## config.mk

```make
export PLATFORM = sky130hd
export DESIGN_NAME = ring_protection_link_event
export DESIGN_NICKNAME = d
export VERILOG_FILES = /design/src/design/rpl_pkg.sv /design/src/design/rpl_cell.sv /design/src/design/rpl_rules.sv /design/src/design/ring_protection_link_event.sv
export SDC_FILE = /design/constraint.sdc
export NUM_CORES = 2
export LEC_CHECK = 0
export BUFFER_PORTS_ARGS = -buffer_cell sky130_fd_sc_hd__buf_2
export CORE_ASPECT_RATIO = 1.25
export CORE_UTILIZATION = 41
export DETAILED_ROUTE_END_ITERATION = 8
export PLACE_DENSITY_LB_ADDON = 0.12
export SLEW_MARGIN = 20
export SYNTH_ARGS = -nofsm -noshare
export SYNTH_HDL_FRONTEND = slang
export SYNTH_HIERARCHICAL = 1
export SYNTH_SLANG_ARGS = --single-unit
```

## constraint.sdc

```tcl
create_clock -name clk_i -period 6.6 [get_ports clk_i]
set_input_delay 0.66 -clock clk_i [delete_from_list [all_inputs] [get_ports clk_i]]
set_output_delay 0.66 -clock clk_i [all_outputs]
set_load 0.01 [all_outputs]
```

## src/design/rpl_pkg.sv

```systemverilog
// ----------------------------------------------------------------------------
// rpl_pkg: shared types and codes for the ring protection link event block
// Beat payloads, per-slot flag record, the scan states and the command, port, node and packet codes.
// ----------------------------------------------------------------------------
`default_nettype none

package rpl_pkg;

  // Command codes of an input beat.
  localparam logic [1:0] CMD_LOAD = 2'd0;
  localparam logic [1:0] CMD_UP   = 2'd1;
  localparam logic [1:0] CMD_DOWN = 2'd2;

  // Port states.
  localparam logic ST_BLOCK = 1'b0;
  localparam logic ST_FWD   = 1'b1;

  // Node states.
  localparam logic [1:0] ND_IDLE = 2'd0;
  localparam logic [1:0] ND_PRE  = 2'd1;
  localparam logic [1:0] ND_DOWN = 2'd2;

  // Packet kinds.
  localparam logic PKT_FLUSH     = 1'b0;
  localparam logic PKT_LINK_DOWN = 1'b1;

  // Hard ceiling on the slot table.
  localparam int unsigned MAX_SLOTS = 32;

  typedef enum logic [1:0] {
    ST_IDLE,
    ST_SCAN,
    ST_FLUSH
  } rpl_state_e;

  typedef struct packed {
    logic [1:0]  cmd;
    logic [4:0]  ring_slot;
    logic        ring_enable;
    logic        node_is_master;
    logic [31:0] port_a_id;
    logic [31:0] port_b_id;
    logic        port_a_init;
    logic        port_b_init;
    logic [1:0]  node_init;
    logic [31:0] event_port;
  } rpl_in_t;

  typedef struct packed {
    logic        matched;
    logic [4:0]  slot_out;
    logic        port_a_state;
    logic        port_b_state;
    logic [1:0]  node_state;
    logic        send_packet;
    logic        packet_kind;
    logic [31:0] send_port;
    logic        last;
  } rpl_out_t;

  // Everything a slot holds apart from its two port identifiers.
  typedef struct packed {
    logic       en;
    logic       master;
    logic       sa;
    logic       sb;
    logic [1:0] node;
  } rpl_flags_t;

endpackage

`default_nettype wire

```

## src/design/rpl_cell.sv

```systemverilog
// ----------------------------------------------------------------------------
// rpl_cell: one ring slot record in the rotating slot chain
// Holds a slot; on load takes a new record and, on shift, the record of its neighbor.
// ----------------------------------------------------------------------------
`default_nettype none

module rpl_cell
  import rpl_pkg::*;
#(
  parameter int unsigned PW = 32
) (
  input  wire logic          clk_i,
  input  wire logic          rst_ni,
  input  wire logic          shift_i,
  input  wire rpl_flags_t    flags_in_i,
  input  wire logic [PW-1:0] pa_in_i,
  input  wire logic [PW-1:0] pb_in_i,
  input  wire logic          load_i,
  input  wire rpl_flags_t    load_flags_i,
  input  wire logic [PW-1:0] load_pa_i,
  input  wire logic [PW-1:0] load_pb_i,
  output rpl_flags_t         flags_o,
  output logic      [PW-1:0] pa_o,
  output logic      [PW-1:0] pb_o
);

  rpl_flags_t    flags_q;
  logic [PW-1:0] pa_q;
  logic [PW-1:0] pb_q;

  // Only the enable bit matters after reset; the rest is cleared alongside it.
  always_ff @(posedge clk_i or negedge rst_ni) begin
    if (!rst_ni) begin
      flags_q <= '0;
    end else if (load_i) begin
      flags_q <= load_flags_i;
    end else if (shift_i) begin
      flags_q <= flags_in_i;
    end
  end

  always_ff @(posedge clk_i) begin
    if (load_i) begin
      pa_q <= load_pa_i;
      pb_q <= load_pb_i;
    end else if (shift_i) begin
      pa_q <= pa_in_i;
      pb_q <= pb_in_i;
    end
  end

  assign flags_o = flags_q;
  assign pa_o    = pa_q;
  assign pb_o    = pb_q;

endmodule

`default_nettype wire

```

## src/design/rpl_rules.sv

```systemverilog
// ----------------------------------------------------------------------------
// rpl_rules: ring rules applied to the slot at the head of the chain
// Decides the match, the new port and node states and the packet to send.
// ----------------------------------------------------------------------------
`default_nettype none

module rpl_rules
  import rpl_pkg::*;
#(
  parameter int unsigned PW = 32
) (
  input  wire rpl_flags_t    flags_i,
  input  wire logic [PW-1:0] pa_i,
  input  wire logic [PW-1:0] pb_i,
  input  wire logic [PW-1:0] ev_i,
  input  wire logic          link_down_i,
  output logic               hit_o,
  output rpl_flags_t         flags_o,
  output logic               send_o,
  output logic               kind_o,
  output logic      [PW-1:0] sport_o
);

  logic on0;
  logic on1;

  assign on0   = (ev_i == pa_i);
  assign on1   = (ev_i == pb_i);
  assign hit_o = flags_i.en && (on0 || on1);

  always_comb begin
    flags_o = flags_i;
    send_o  = 1'b0;
    kind_o  = PKT_FLUSH;
    sport_o = '0;
    if (!link_down_i) begin
      case ({flags_i.sa, flags_i.sb})
        {ST_BLOCK, ST_BLOCK}: begin
          if (flags_i.master) begin
            if (on0) flags_o.sa = ST_FWD;
            else     flags_o.sb = ST_FWD;
          end else begin
            flags_o.node = ND_PRE;
          end
        end
        {ST_FWD, ST_BLOCK}: begin
          if (!on0 && !flags_i.master) flags_o.node = ND_PRE;
        end
        {ST_BLOCK, ST_FWD}: begin
          if (on0) begin
            if (flags_i.master) begin
              flags_o.sa = ST_FWD;
              flags_o.sb = ST_BLOCK;
            end else begin
              flags_o.node = ND_PRE;
            end
          end
        end
        default: begin
          if (flags_i.master) begin
            flags_o.sa = ST_FWD;
            flags_o.sb = ST_BLOCK;
          end else begin
            flags_o.node = ND_PRE;
            flags_o.sa   = ST_BLOCK;
            flags_o.sb   = ST_BLOCK;
          end
        end
      endcase
    end else begin
      case ({flags_i.sa, flags_i.sb})
        {ST_FWD, ST_BLOCK}: begin
          if (on0) begin
            flags_o.sa = ST_BLOCK;
            send_o     = 1'b1;
            sport_o    = pb_i;
            if (flags_i.master) begin
              flags_o.sb = ST_FWD;
              kind_o     = PKT_FLUSH;
            end else begin
              kind_o = PKT_LINK_DOWN;
            end
          end else if (!flags_i.master) begin
            send_o  = 1'b1;
            kind_o  = PKT_LINK_DOWN;
            sport_o = pa_i;
          end
        end
        {ST_BLOCK, ST_FWD}: begin
          if (!on0) begin
            flags_o.sb = ST_BLOCK;
            send_o     = 1'b1;
            sport_o    = pa_i;
            if (flags_i.master) begin
              kind_o = PKT_FLUSH;
            end else begin
              flags_o.node = ND_DOWN;
              kind_o       = PKT_LINK_DOWN;
            end
          end
        end
        {ST_FWD, ST_FWD}: begin
          send_o = 1'b1;
          if (on0) begin
            sport_o    = pb_i;
            flags_o.sa = ST_BLOCK;
            if (flags_i.master) begin
              flags_o.sb = ST_FWD;
              kind_o     = PKT_FLUSH;
            end else begin
              flags_o.node = ND_DOWN;
              kind_o       = PKT_LINK_DOWN;
            end
          end else begin
            sport_o    = pa_i;
            flags_o.sb = ST_BLOCK;
            if (flags_i.master) begin
              flags_o.sa = ST_FWD;
              kind_o     = PKT_FLUSH;
            end else begin
              flags_o.node = ND_DOWN;
              kind_o       = PKT_LINK_DOWN;
            end
          end
        end
        default: ;
      endcase
    end
  end

endmodule

`default_nettype wire

```

## src/design/ring_protection_link_event.sv

```systemverilog
// ----------------------------------------------------------------------------
// ring_protection_link_event: ring slot table with link up/down handling
// Slot records rotate through a chain of cells past one rules unit.
// ----------------------------------------------------------------------------
// A load beat, a beat with an unknown command and a link event beat while the
// service is off each give one result beat. The block moves to its flush
// state, registers that beat there once the output has room, and then returns
// to idle to take the next input beat. A link event beat with the service on
// rotates the whole slot chain once past the rules unit at its head, one slot
// per cycle while no match waits, whether or not any slot matches. That is
// SLOT_COUNT shifts (32 by default); the final beat is then registered in the
// flush state, and the next input beat can be taken once the block is back in
// idle. A match waits while an earlier result beat is still stalled at the
// output, so output stalls lengthen the scan. Matching slots come out in slot
// order, the last one flagged; if none matches, one unmatched beat closes the
// item. The block takes a new beat only when idle.
`default_nettype none

module ring_protection_link_event
  import rpl_pkg::*;
#(
  parameter int unsigned DOMAIN_COUNT     = 4,
  parameter int unsigned RINGS_PER_DOMAIN = 8,
  parameter int unsigned PORT_ID_BITS     = 32
) (
  input  wire logic    clk_i,
  input  wire logic    rst_ni,
  input  wire logic    cfg_we_i,
  input  wire logic    cfg_wdata_i,
  input  wire logic    in_valid_i,
  output logic         in_stall_o,
  input  wire rpl_in_t in_data_i,
  output logic         out_valid_o,
  input  wire logic    out_stall_i,
  output rpl_out_t     out_data_o
);

  localparam int unsigned RAW_SLOTS  = DOMAIN_COUNT * RINGS_PER_DOMAIN;
  localparam int unsigned SLOT_COUNT = (RAW_SLOTS > MAX_SLOTS) ? MAX_SLOTS : RAW_SLOTS;
  localparam int unsigned SLOT_W     = (SLOT_COUNT > 1) ? $clog2(SLOT_COUNT) : 1;
  localparam int unsigned PW         = PORT_ID_BITS;
  localparam logic [SLOT_W-1:0] LAST_IDX = SLOT_W'(SLOT_COUNT - 1);

  rpl_state_e state_q, state_d;

  logic          svc_en_q;
  logic [SLOT_W-1:0] idx_q;
  logic [PW-1:0] ev_q;
  logic          down_q;
  rpl_out_t      pend_q;
  logic          pend_valid_q;
  logic          out_valid_q;
  rpl_out_t      out_q;

  logic       in_acc;
  logic       is_load;
  logic       is_event;
  logic       load_ok;
  logic [1:0] node_sat;
  rpl_flags_t load_flags;
  rpl_out_t   load_res;

  rpl_flags_t    cell_flags [SLOT_COUNT];
  logic [PW-1:0] cell_pa    [SLOT_COUNT];
  logic [PW-1:0] cell_pb    [SLOT_COUNT];

  logic          hit;
  rpl_flags_t    head_flags;
  logic          send;
  logic          kind;
  logic [PW-1:0] sport;
  rpl_out_t      hit_res;

  logic     out_free;
  logic     advance;
  logic     shift_en;
  logic     push;
  rpl_out_t push_data;

  assign in_acc   = in_valid_i && !in_stall_o;
  assign is_load  = (in_data_i.cmd == CMD_LOAD);
  assign is_event = (in_data_i.cmd == CMD_UP || in_data_i.cmd == CMD_DOWN) && svc_en_q;
  assign load_ok  = ({1'b0, in_data_i.ring_slot} < 6'(SLOT_COUNT));
  assign node_sat = (in_data_i.node_init > ND_DOWN) ? ND_DOWN : in_data_i.node_init;

  always_comb begin
    load_flags.en     = in_data_i.ring_enable;
    load_flags.master = in_data_i.node_is_master;
    load_flags.sa     = in_data_i.port_a_init;
    load_flags.sb     = in_data_i.port_b_init;
    load_flags.node   = node_sat;
  end

  // A load past the table writes nothing and reports itself unmatched.
  always_comb begin
    load_res          = '0;
    load_res.slot_out = in_data_i.ring_slot;
    if (load_ok) begin
      load_res.matched      = 1'b1;
      load_res.port_a_state = in_data_i.port_a_init;
      load_res.port_b_state = in_data_i.port_b_init;
      load_res.node_state   = node_sat;
    end
  end

  // The chain rotates toward cell 0; the updated head record re-enters at
  // the far end, so after SLOT_COUNT shifts every slot is home again.
  for (genvar i = 0; i < SLOT_COUNT; i++) begin : g_cell
    rpl_flags_t    nb_flags;
    logic [PW-1:0] nb_pa;
    logic [PW-1:0] nb_pb;

    if (i == SLOT_COUNT - 1) begin : g_tail
      assign nb_flags = hit ? head_flags : cell_flags[0];
      assign nb_pa    = cell_pa[0];
      assign nb_pb    = cell_pb[0];
    end else begin : g_body
      assign nb_flags = cell_flags[i+1];
      assign nb_pa    = cell_pa[i+1];
      assign nb_pb    = cell_pb[i+1];
    end

    rpl_cell #(
      .PW(PW)
    ) u_cell (
      .clk_i       (clk_i),
      .rst_ni      (rst_ni),
      .shift_i     (shift_en),
      .flags_in_i  (nb_flags),
      .pa_in_i     (nb_pa),
      .pb_in_i     (nb_pb),
      .load_i      (in_acc && is_load && load_ok && (in_data_i.ring_slot == 5'(i))),
      .load_flags_i(load_flags),
      .load_pa_i   (in_data_i.port_a_id[PW-1:0]),
      .load_pb_i   (in_data_i.port_b_id[PW-1:0]),
      .flags_o     (cell_flags[i]),
      .pa_o        (cell_pa[i]),
      .pb_o        (cell_pb[i])
    );
  end

  rpl_rules #(
    .PW(PW)
  ) u_rules (
    .flags_i    (cell_flags[0]),
    .pa_i       (cell_pa[0]),
    .pb_i       (cell_pb[0]),
    .ev_i       (ev_q),
    .link_down_i(down_q),
    .hit_o      (hit),
    .flags_o    (head_flags),
    .send_o     (send),
    .kind_o     (kind),
    .sport_o    (sport)
  );

  always_comb begin
    hit_res              = '0;
    hit_res.matched      = 1'b1;
    hit_res.slot_out     = 5'(idx_q);
    hit_res.port_a_state = head_flags.sa;
    hit_res.port_b_state = head_flags.sb;
    hit_res.node_state   = head_flags.node;
    hit_res.send_packet  = send;
    hit_res.packet_kind  = kind;
    hit_res.send_port    = 32'(sport);
  end

  assign out_free = !out_valid_q || !out_stall_i;
  // A match pushes the previous pending beat out, so it waits for room.
  assign advance  = !hit || !pend_valid_q || out_free;

  always_comb begin
    state_d = state_q;
    unique case (state_q)
      ST_IDLE: begin
        if (in_acc) state_d = (!is_load && is_event) ? ST_SCAN : ST_FLUSH;
      end
      ST_SCAN: begin
        if (advance && idx_q == LAST_IDX) state_d = ST_FLUSH;
      end
      ST_FLUSH: begin
        if (out_free) state_d = ST_IDLE;
      end
      default: state_d = ST_IDLE;
    endcase
  end

  always_comb begin
    shift_en   = 1'b0;
    push       = 1'b0;
    push_data  = pend_q;
    in_stall_o = 1'b1;
    unique case (state_q)
      ST_IDLE: begin
        in_stall_o = 1'b0;
      end
      ST_SCAN: begin
        shift_en       = advance;
        push           = advance && hit && pend_valid_q;
        push_data.last = 1'b0;
      end
      ST_FLUSH: begin
        push = out_free;
        if (!pend_valid_q) push_data = '0;
        push_data.last = 1'b1;
      end
      default: ;
    endcase
  end

  always_ff @(posedge clk_i or negedge rst_ni) begin
    if (!rst_ni) begin
      state_q      <= ST_IDLE;
      svc_en_q     <= 1'b0;
      pend_valid_q <= 1'b0;
      out_valid_q  <= 1'b0;
      idx_q        <= '0;
    end else begin
      state_q <= state_d;
      if (cfg_we_i) svc_en_q <= cfg_wdata_i;

      if (in_acc) begin
        idx_q        <= '0;
        pend_valid_q <= is_load;
      end else if (shift_en) begin
        idx_q <= idx_q + SLOT_W'(1);
        if (hit) pend_valid_q <= 1'b1;
      end else if (state_q == ST_FLUSH && out_free) begin
        pend_valid_q <= 1'b0;
      end

      if (push) begin
        out_valid_q <= 1'b1;
      end else if (!out_stall_i) begin
        out_valid_q <= 1'b0;
      end
    end
  end

  always_ff @(posedge clk_i) begin
    if (in_acc) begin
      ev_q   <= in_data_i.event_port[PW-1:0];
      down_q <= (in_data_i.cmd == CMD_DOWN);
      pend_q <= load_res;
    end else if (shift_en && hit) begin
      pend_q <= hit_res;
    end
    if (push) out_q <= push_data;
  end

  assign out_valid_o = out_valid_q;
  assign out_data_o  = out_q;

endmodule

`default_nettype wire

```

Yosys cells after proc, flatten, opt, wreduce, memory -nomap -nowiden
Index checks and enable logic that the tools add are counted.
{ "totals": {"elab_cells": 641, "reg_bits": 2371, "in_bits": 115, "out_inout_bits": 47} }
{ "op_classes": {"add_sub_neg": 1, "n_mux": 249, "eq_ne": 46, "n_lt_le_gt_ge": 1, "reduce_logical": 97} }
{ "ops": {"columns": ["operator", "n"], "rows": [
  ["$mux 32", 133],
  ["$mux 6", 64],
  ["$pmux 32 s3", 1],
  ["$mux 44", 2],
  ["$eq 5x5->1 const B", 17],
  ["$reduce_bool 2->1", 34],
  ["$eq 32x32->1", 2],
  ["$mux 45", 1],
  ["$logic_and 1x1->1", 43],
  ["$mux 43", 1],
  ["$eq 5x4->1 const B", 8],
  ["$mux 2", 12],
  ["$eq 5x3->1 const B", 4],
  ["$mux 1", 19],
  ["$mux 4", 4],
  ["$pmux 2 s3", 2],
  ["$eq 5x2->1 const B", 2],
  ["$mux 5", 2],
  ["$eq 2x2->1 const B", 4],
  ["$pmux 2 s2", 2],
  ["$logic_not 1->1", 7],
  ["$eq 2x1->1 const B", 3],
  ["$logic_not 2->1", 3],
  ["$ne 2x2->1 const B", 3],
  ["14 further kinds", 21]
]} }

Logic depth before layout (Yosys ltp)
{ "logic_depth": {"word_depth": 10, "mapped_depth": 14, "mapped_depth_nobuf": 11} }

Hierarchy
The synthesis kept the hierarchy.
{ "by_module_without_submodules": {"columns": ["mod", "cells_each", "area_per_inst_um2", "instances", "seq_area_each_um2"], "rows": [
  ["rpl_cell", 163, 3050.4, 32, 2072.0],
  ["ring_protection_link_event", 445, 5124.9, 1, 3543.4],
  ["rpl_rules", 262, 1742.9, 1, 0.0]
]} }

Worst setup path after synthesis
OpenSTA, ideal clock, no wires.
{ "synth_path": {"path_kind": "register to register", "from": "reg ev_q[17]", "to": "reg out_q, in the netlist out_data_o[0] (enable)", "slack_ps": 1811, "stages_incl_launch_ff": 12, "path_buffers": 3, "t_arrival_ps": 4327, "setup_time_ps": 462, "path_cell_list": "edfxtp_1 > xor2_1 > nor4_1 > nand4_1 > buf_6 > nor2_1 > buf_2 > buf_2 > o21a_1 > and3_1 > o21ai_0 > a21oi_1"} }
{ "synth_via": {"elab_chain_cells": 9} }
{ "synth_rtl": {"columns": ["item", "line_no", "source"], "rows": [
  ["start: declaration", "ring_protection_link_event.sv:48", "logic [PW-1:0] ev_q;"],
  ["start signal: assignment", "ring_protection_link_event.sv:243", "ev_q <= in_data_i.event_port[PW-1:0];"],
  ["$eq 32x32->1, on equally long branches", "rpl_rules.sv:27, rpl_rules.sv:28", null],
  ["$logic_or 1x1->1 (*)", "rpl_rules.sv:29", "assign hit_o = flags_i.en && (on0 || on1);"],
  ["$logic_and 1x1->1 (*)", "rpl_rules.sv:29", null],
  ["via hit", "ring_protection_link_event.sv:67", "logic hit;"],
  ["$logic_not 1->1", "ring_protection_link_event.sv:171", "assign advance = !hit || !pend_valid_q || out_free;"],
  ["$logic_or 1x1->1 (2 in a row)", "ring_protection_link_event.sv:171", null],
  ["$logic_and 1x1->1 (*) (2 in a row)", "ring_protection_link_event.sv:200", "push = advance && hit && pend_valid_q;"],
  ["$pmux 1 s2 (*)", "ring_protection_link_event.sv:194", "unique case (state_q)"],
  ["via push", "ring_protection_link_event.sv:77", "logic push;"],
  ["end signal: assignment", "ring_protection_link_event.sv:249", "if (push) out_q <= push_data;"],
  ["end: declaration", "ring_protection_link_event.sv:53", "rpl_out_t out_q;"]
]} }
Mark *: on every way through the listed nets, which the timed path passes. The rest lies on a longest branch.
A chain may end at the register's enable or synchronous reset.

Worst setup path after layout
{ "layout_path": {"from": "reg g_cell[0].u_cell.pa_q[27]", "to": "reg g_cell[28].u_cell.pa_q[28] (enable)"} }
{ "layout_via": {"elab_chain_cells": 8} }
{ "layout_rtl": {"columns": ["item", "line_no", "source"], "rows": [
  ["start: declaration", "rpl_cell.sv:28", "logic [PW-1:0] pa_q;"],
  ["start signal: assignment", "rpl_cell.sv:44", "pa_q <= load_pa_i;"],
  ["start signal: assignment", "rpl_cell.sv:47", "pa_q <= pa_in_i;"],
  ["$eq 32x32->1", "rpl_rules.sv:27", "assign on0 = (ev_i == pa_i);"],
  ["$logic_or 1x1->1", "rpl_rules.sv:29", null],
  ["$logic_and 1x1->1", "rpl_rules.sv:29", null],
  ["via hit", "ring_protection_link_event.sv:67", null],
  ["$logic_not 1->1", "ring_protection_link_event.sv:171", null],
  ["$logic_or 1x1->1 (2 in a row)", "ring_protection_link_event.sv:171", null],
  ["$mux 1", "ring_protection_link_event.sv:194", null],
  ["via shift_en", "ring_protection_link_event.sv:76", "logic shift_en;"],
  ["$reduce_bool 2->1 (no source line)", null, null],
  ["end signal: assignment", "rpl_cell.sv:44", null],
  ["end signal: assignment", "rpl_cell.sv:47", null],
  ["end: declaration", "rpl_cell.sv:28", null]
]} }
The timed path passes the listed nets, and every way through them passes these cells.

==> metrics <==
status=completed; Setup Skew=0.06278 ns; GRT overflow=0; Buffers on Ports=161; Nets=6259; Clock Sinks=2371; Worst-path clk slew=0.07 ns; worst hold slack=0.1079 ns; first-pass GRT wire length=442600 um; Slew Viols, Final=0; Setup crit end kind=flop; CP max stage delay=0.61 ns; CTS H-tree depth=4; Syn Area/Cell=17.64 sq um; Mapped Area=104500 sq um; GRT Util Overall=24.33%; via/cell ratio=5.550; hold path startpoint=out_stall_i; CP startpoint kind=flop; Setup WS pre-CTS=1.959 ns; Post-DP HPWL=188600 um; Slew headroom=17.32%; crit path from=g_cell[0].u_cell/pa_o[27]; final worst-path cycle share=73.96%; 1st-iter DRT viols=5171; reg-to-reg critical path startpoint=g_cell[0].u_cell/pa_o[27]; DRC Markers=0; Max-Cap Viols=0; post-synth cell types=47; Synth area leader=edfxtp_1; Critical Path Fanout Max=97; commonest cells in the netlist=edfxtp_1 (2135), mux2_2 (1508), mux2_4 (544); CP max stage cell=edfxtp_1; DR pass1 iterations=5; vias=53720; share of cells above drive strength 1=44.24%; synth top area cells=edfxtp_1 (61%), mux2_2 (16%), mux2_4 (7.8%); clk root buf=clkbuf_16; post-CTS setup buffers=0; CP arrival=5.41 ns; Initial Utilization=41.36%; top-count cell post-synth=edfxtp_1; Area Growth Syn to Fin=11.64%; syn nets=6049; die height=566.4 um; FMAX=0.2049 GHz; crit-path cells=xor2_1, nor4_1, nand4_1, nor2_4, o21a_1, buf_4, nand4_1, nand2_2, inv_8, or2_4, buf_4; CTS tree=done; cts bufs inserted=247; #FFs+latches synth=2371; post-synthesis cell count=5923; total routed wirelength=316800 um; RSZ-0062 raised after global routing=false; total count of hold-check failures in the final report=0; Post-synth EDFFs=2135; Rows=206; final setup margin=1.719 ns; CP Class=reg2reg; fin crit period=4.881 ns; Worst-Margin Slew=1.240 ns; PwrDens=336.5 nW/um^2; CP Data Required Time=7.13 ns; Final Wtd Congestion=0.8425; most common flop cell mapped by yosys=edfxtp_1; Die ar.=256900 sq um; Total Power=39240 uW; pin count of the biggest net entering global routing=129; Core Region=252600 sq um; Die X-Extent=453.5 um; Hold WC Path Type=in2reg; setup TNS=0 ns; peak supply drop=0.2210 mV; Post-synth ARST share=8.520%; post-synth top area share=61.36%; Top-Level Pins=162; drt wl/cell=32.73 um; vias in the first global route=55420; placed cell areas=108400 sq um; share of the yosys chip area belonging to registers=66.85%; Finished Cell Area=116600 sq um; clk_lat worst skew=0.91 ns; setup violators final=0; initial antenna violation count=29; YS warnings=6; Lkg Pwr=0.03864 uW; Clock Tree Buf Depth=4; Post-DRT Antenna Nets=0
## cells in the final DEF, fill, tap and decap left out, drive strengths merged, types with 31 or more instances in the layout
cell,netlist,routed
a21oi,72,72
and2,44,44
buf,313,294
clkbuf,49,314
clkinv,0,103
dfrtp,202,202
dfxtp,34,34
dlygate4sd3,0,31
edfxtp,2135,2135
mux2,2052,2052
mux2i,193,193
nand2,332,332
nor2,51,51
o21ai,244,244
or2,35,35
xor2,67,67
## worst max-delay path: cells and delay by family, from the launching register on
| kind | cells | cell delay (ns) |
|---|---|---|
| AND/OR/NAND/NOR | 6 | 2.14 |
| buffers and inverters | 3 | 1.01 |
| AO/OA/AOI/OAI | 1 | 0.39 |
| flip-flops | 1 | 0.61 |
| XOR/XNOR | 1 | 0.23 |
## kinds of logic (layout without fill, tap and decap cells)
kind of cell,after synthesis,after routing,synth area share [%]
and+or+nand+nor,517,517,2.169
buffers and inverters,378,787,2.596
DFF,2371,2371,66.85
adders and majority gates,11,11,0.1317
AOI/OAI and AO/OA,334,334,1.771
other,0,20,0
muxes,2245,2245,25.92
xor gates and xnor gates,67,67,0.5616
## routing by layer
layer	GRT usage (%)	wire [um]
met1	31.61	129600
met2	40.72	155900
met3	3.864	18440
met4	9.151	12890
met5	0	13
## where the power goes
part	internal, uW	leakage, uW	switching, uW
registers	19300	0.0224	1090
logic	1930	0.0124	3150
clock network	7790	0.00382	5950
## state kept, by name (all words and copies together) (netlist names), 2 cells and up
name / count
g_cell.u_cell/pb_o: 1024
ev_q: 32
g_cell.u_cell/pa_o: 1024
g_cell.u_cell/flags_o: 192
state_q: 2
pend_q: 43
out_data_o: 45
idx_q: 5
## final timing paths
check | end | slack (ns) | depth (start not counted)
setup / recovery | g_cell[28].u_cell/pa_o[28] | 1.72 | 11
hold / removal | out_valid_o | 0.11 | 3
setup reg to reg | g_cell[28].u_cell/pa_o[28] | 1.72 | 11
hold reg to reg | pend_q[7] | 0.45 | 2
max in group asynchronous | g_cell[27].u_cell/flags_o[4] | 4.96 | 3
min in group asynchronous | g_cell[15].u_cell/flags_o[5] | 0.49 | 2
## through the flow
| stage | std cells | util, % |
|---|---|---|
| after global placement | 9170 | 42.85 |
| after detailed placement | 9175 | 42.90 |
| final | 9680 | 46.18 |
| after floorplan | 5923 | - |
| after global routing | 9675 | 46.17 |
| after CTS | 9654 | 46.10 |
## repair_timing
item                      in CTS  in global routing
gates resized for setup        0                  0
hold buffers                  31                  0
hold endpoints to repair     106                  0
## cell type report
cell class	count	area, sq um
tap	3328	4164
timing repair buffer	325	2456
multi-input combinational	3174	32280
inverter	14	61.31
antenna	20	50.05
sequential	2371	69850
fill	21570	136000
clock inverter	134	1191
clock buffer	314	6585
No activity file was read; power rests on OpenSTA's default activity.
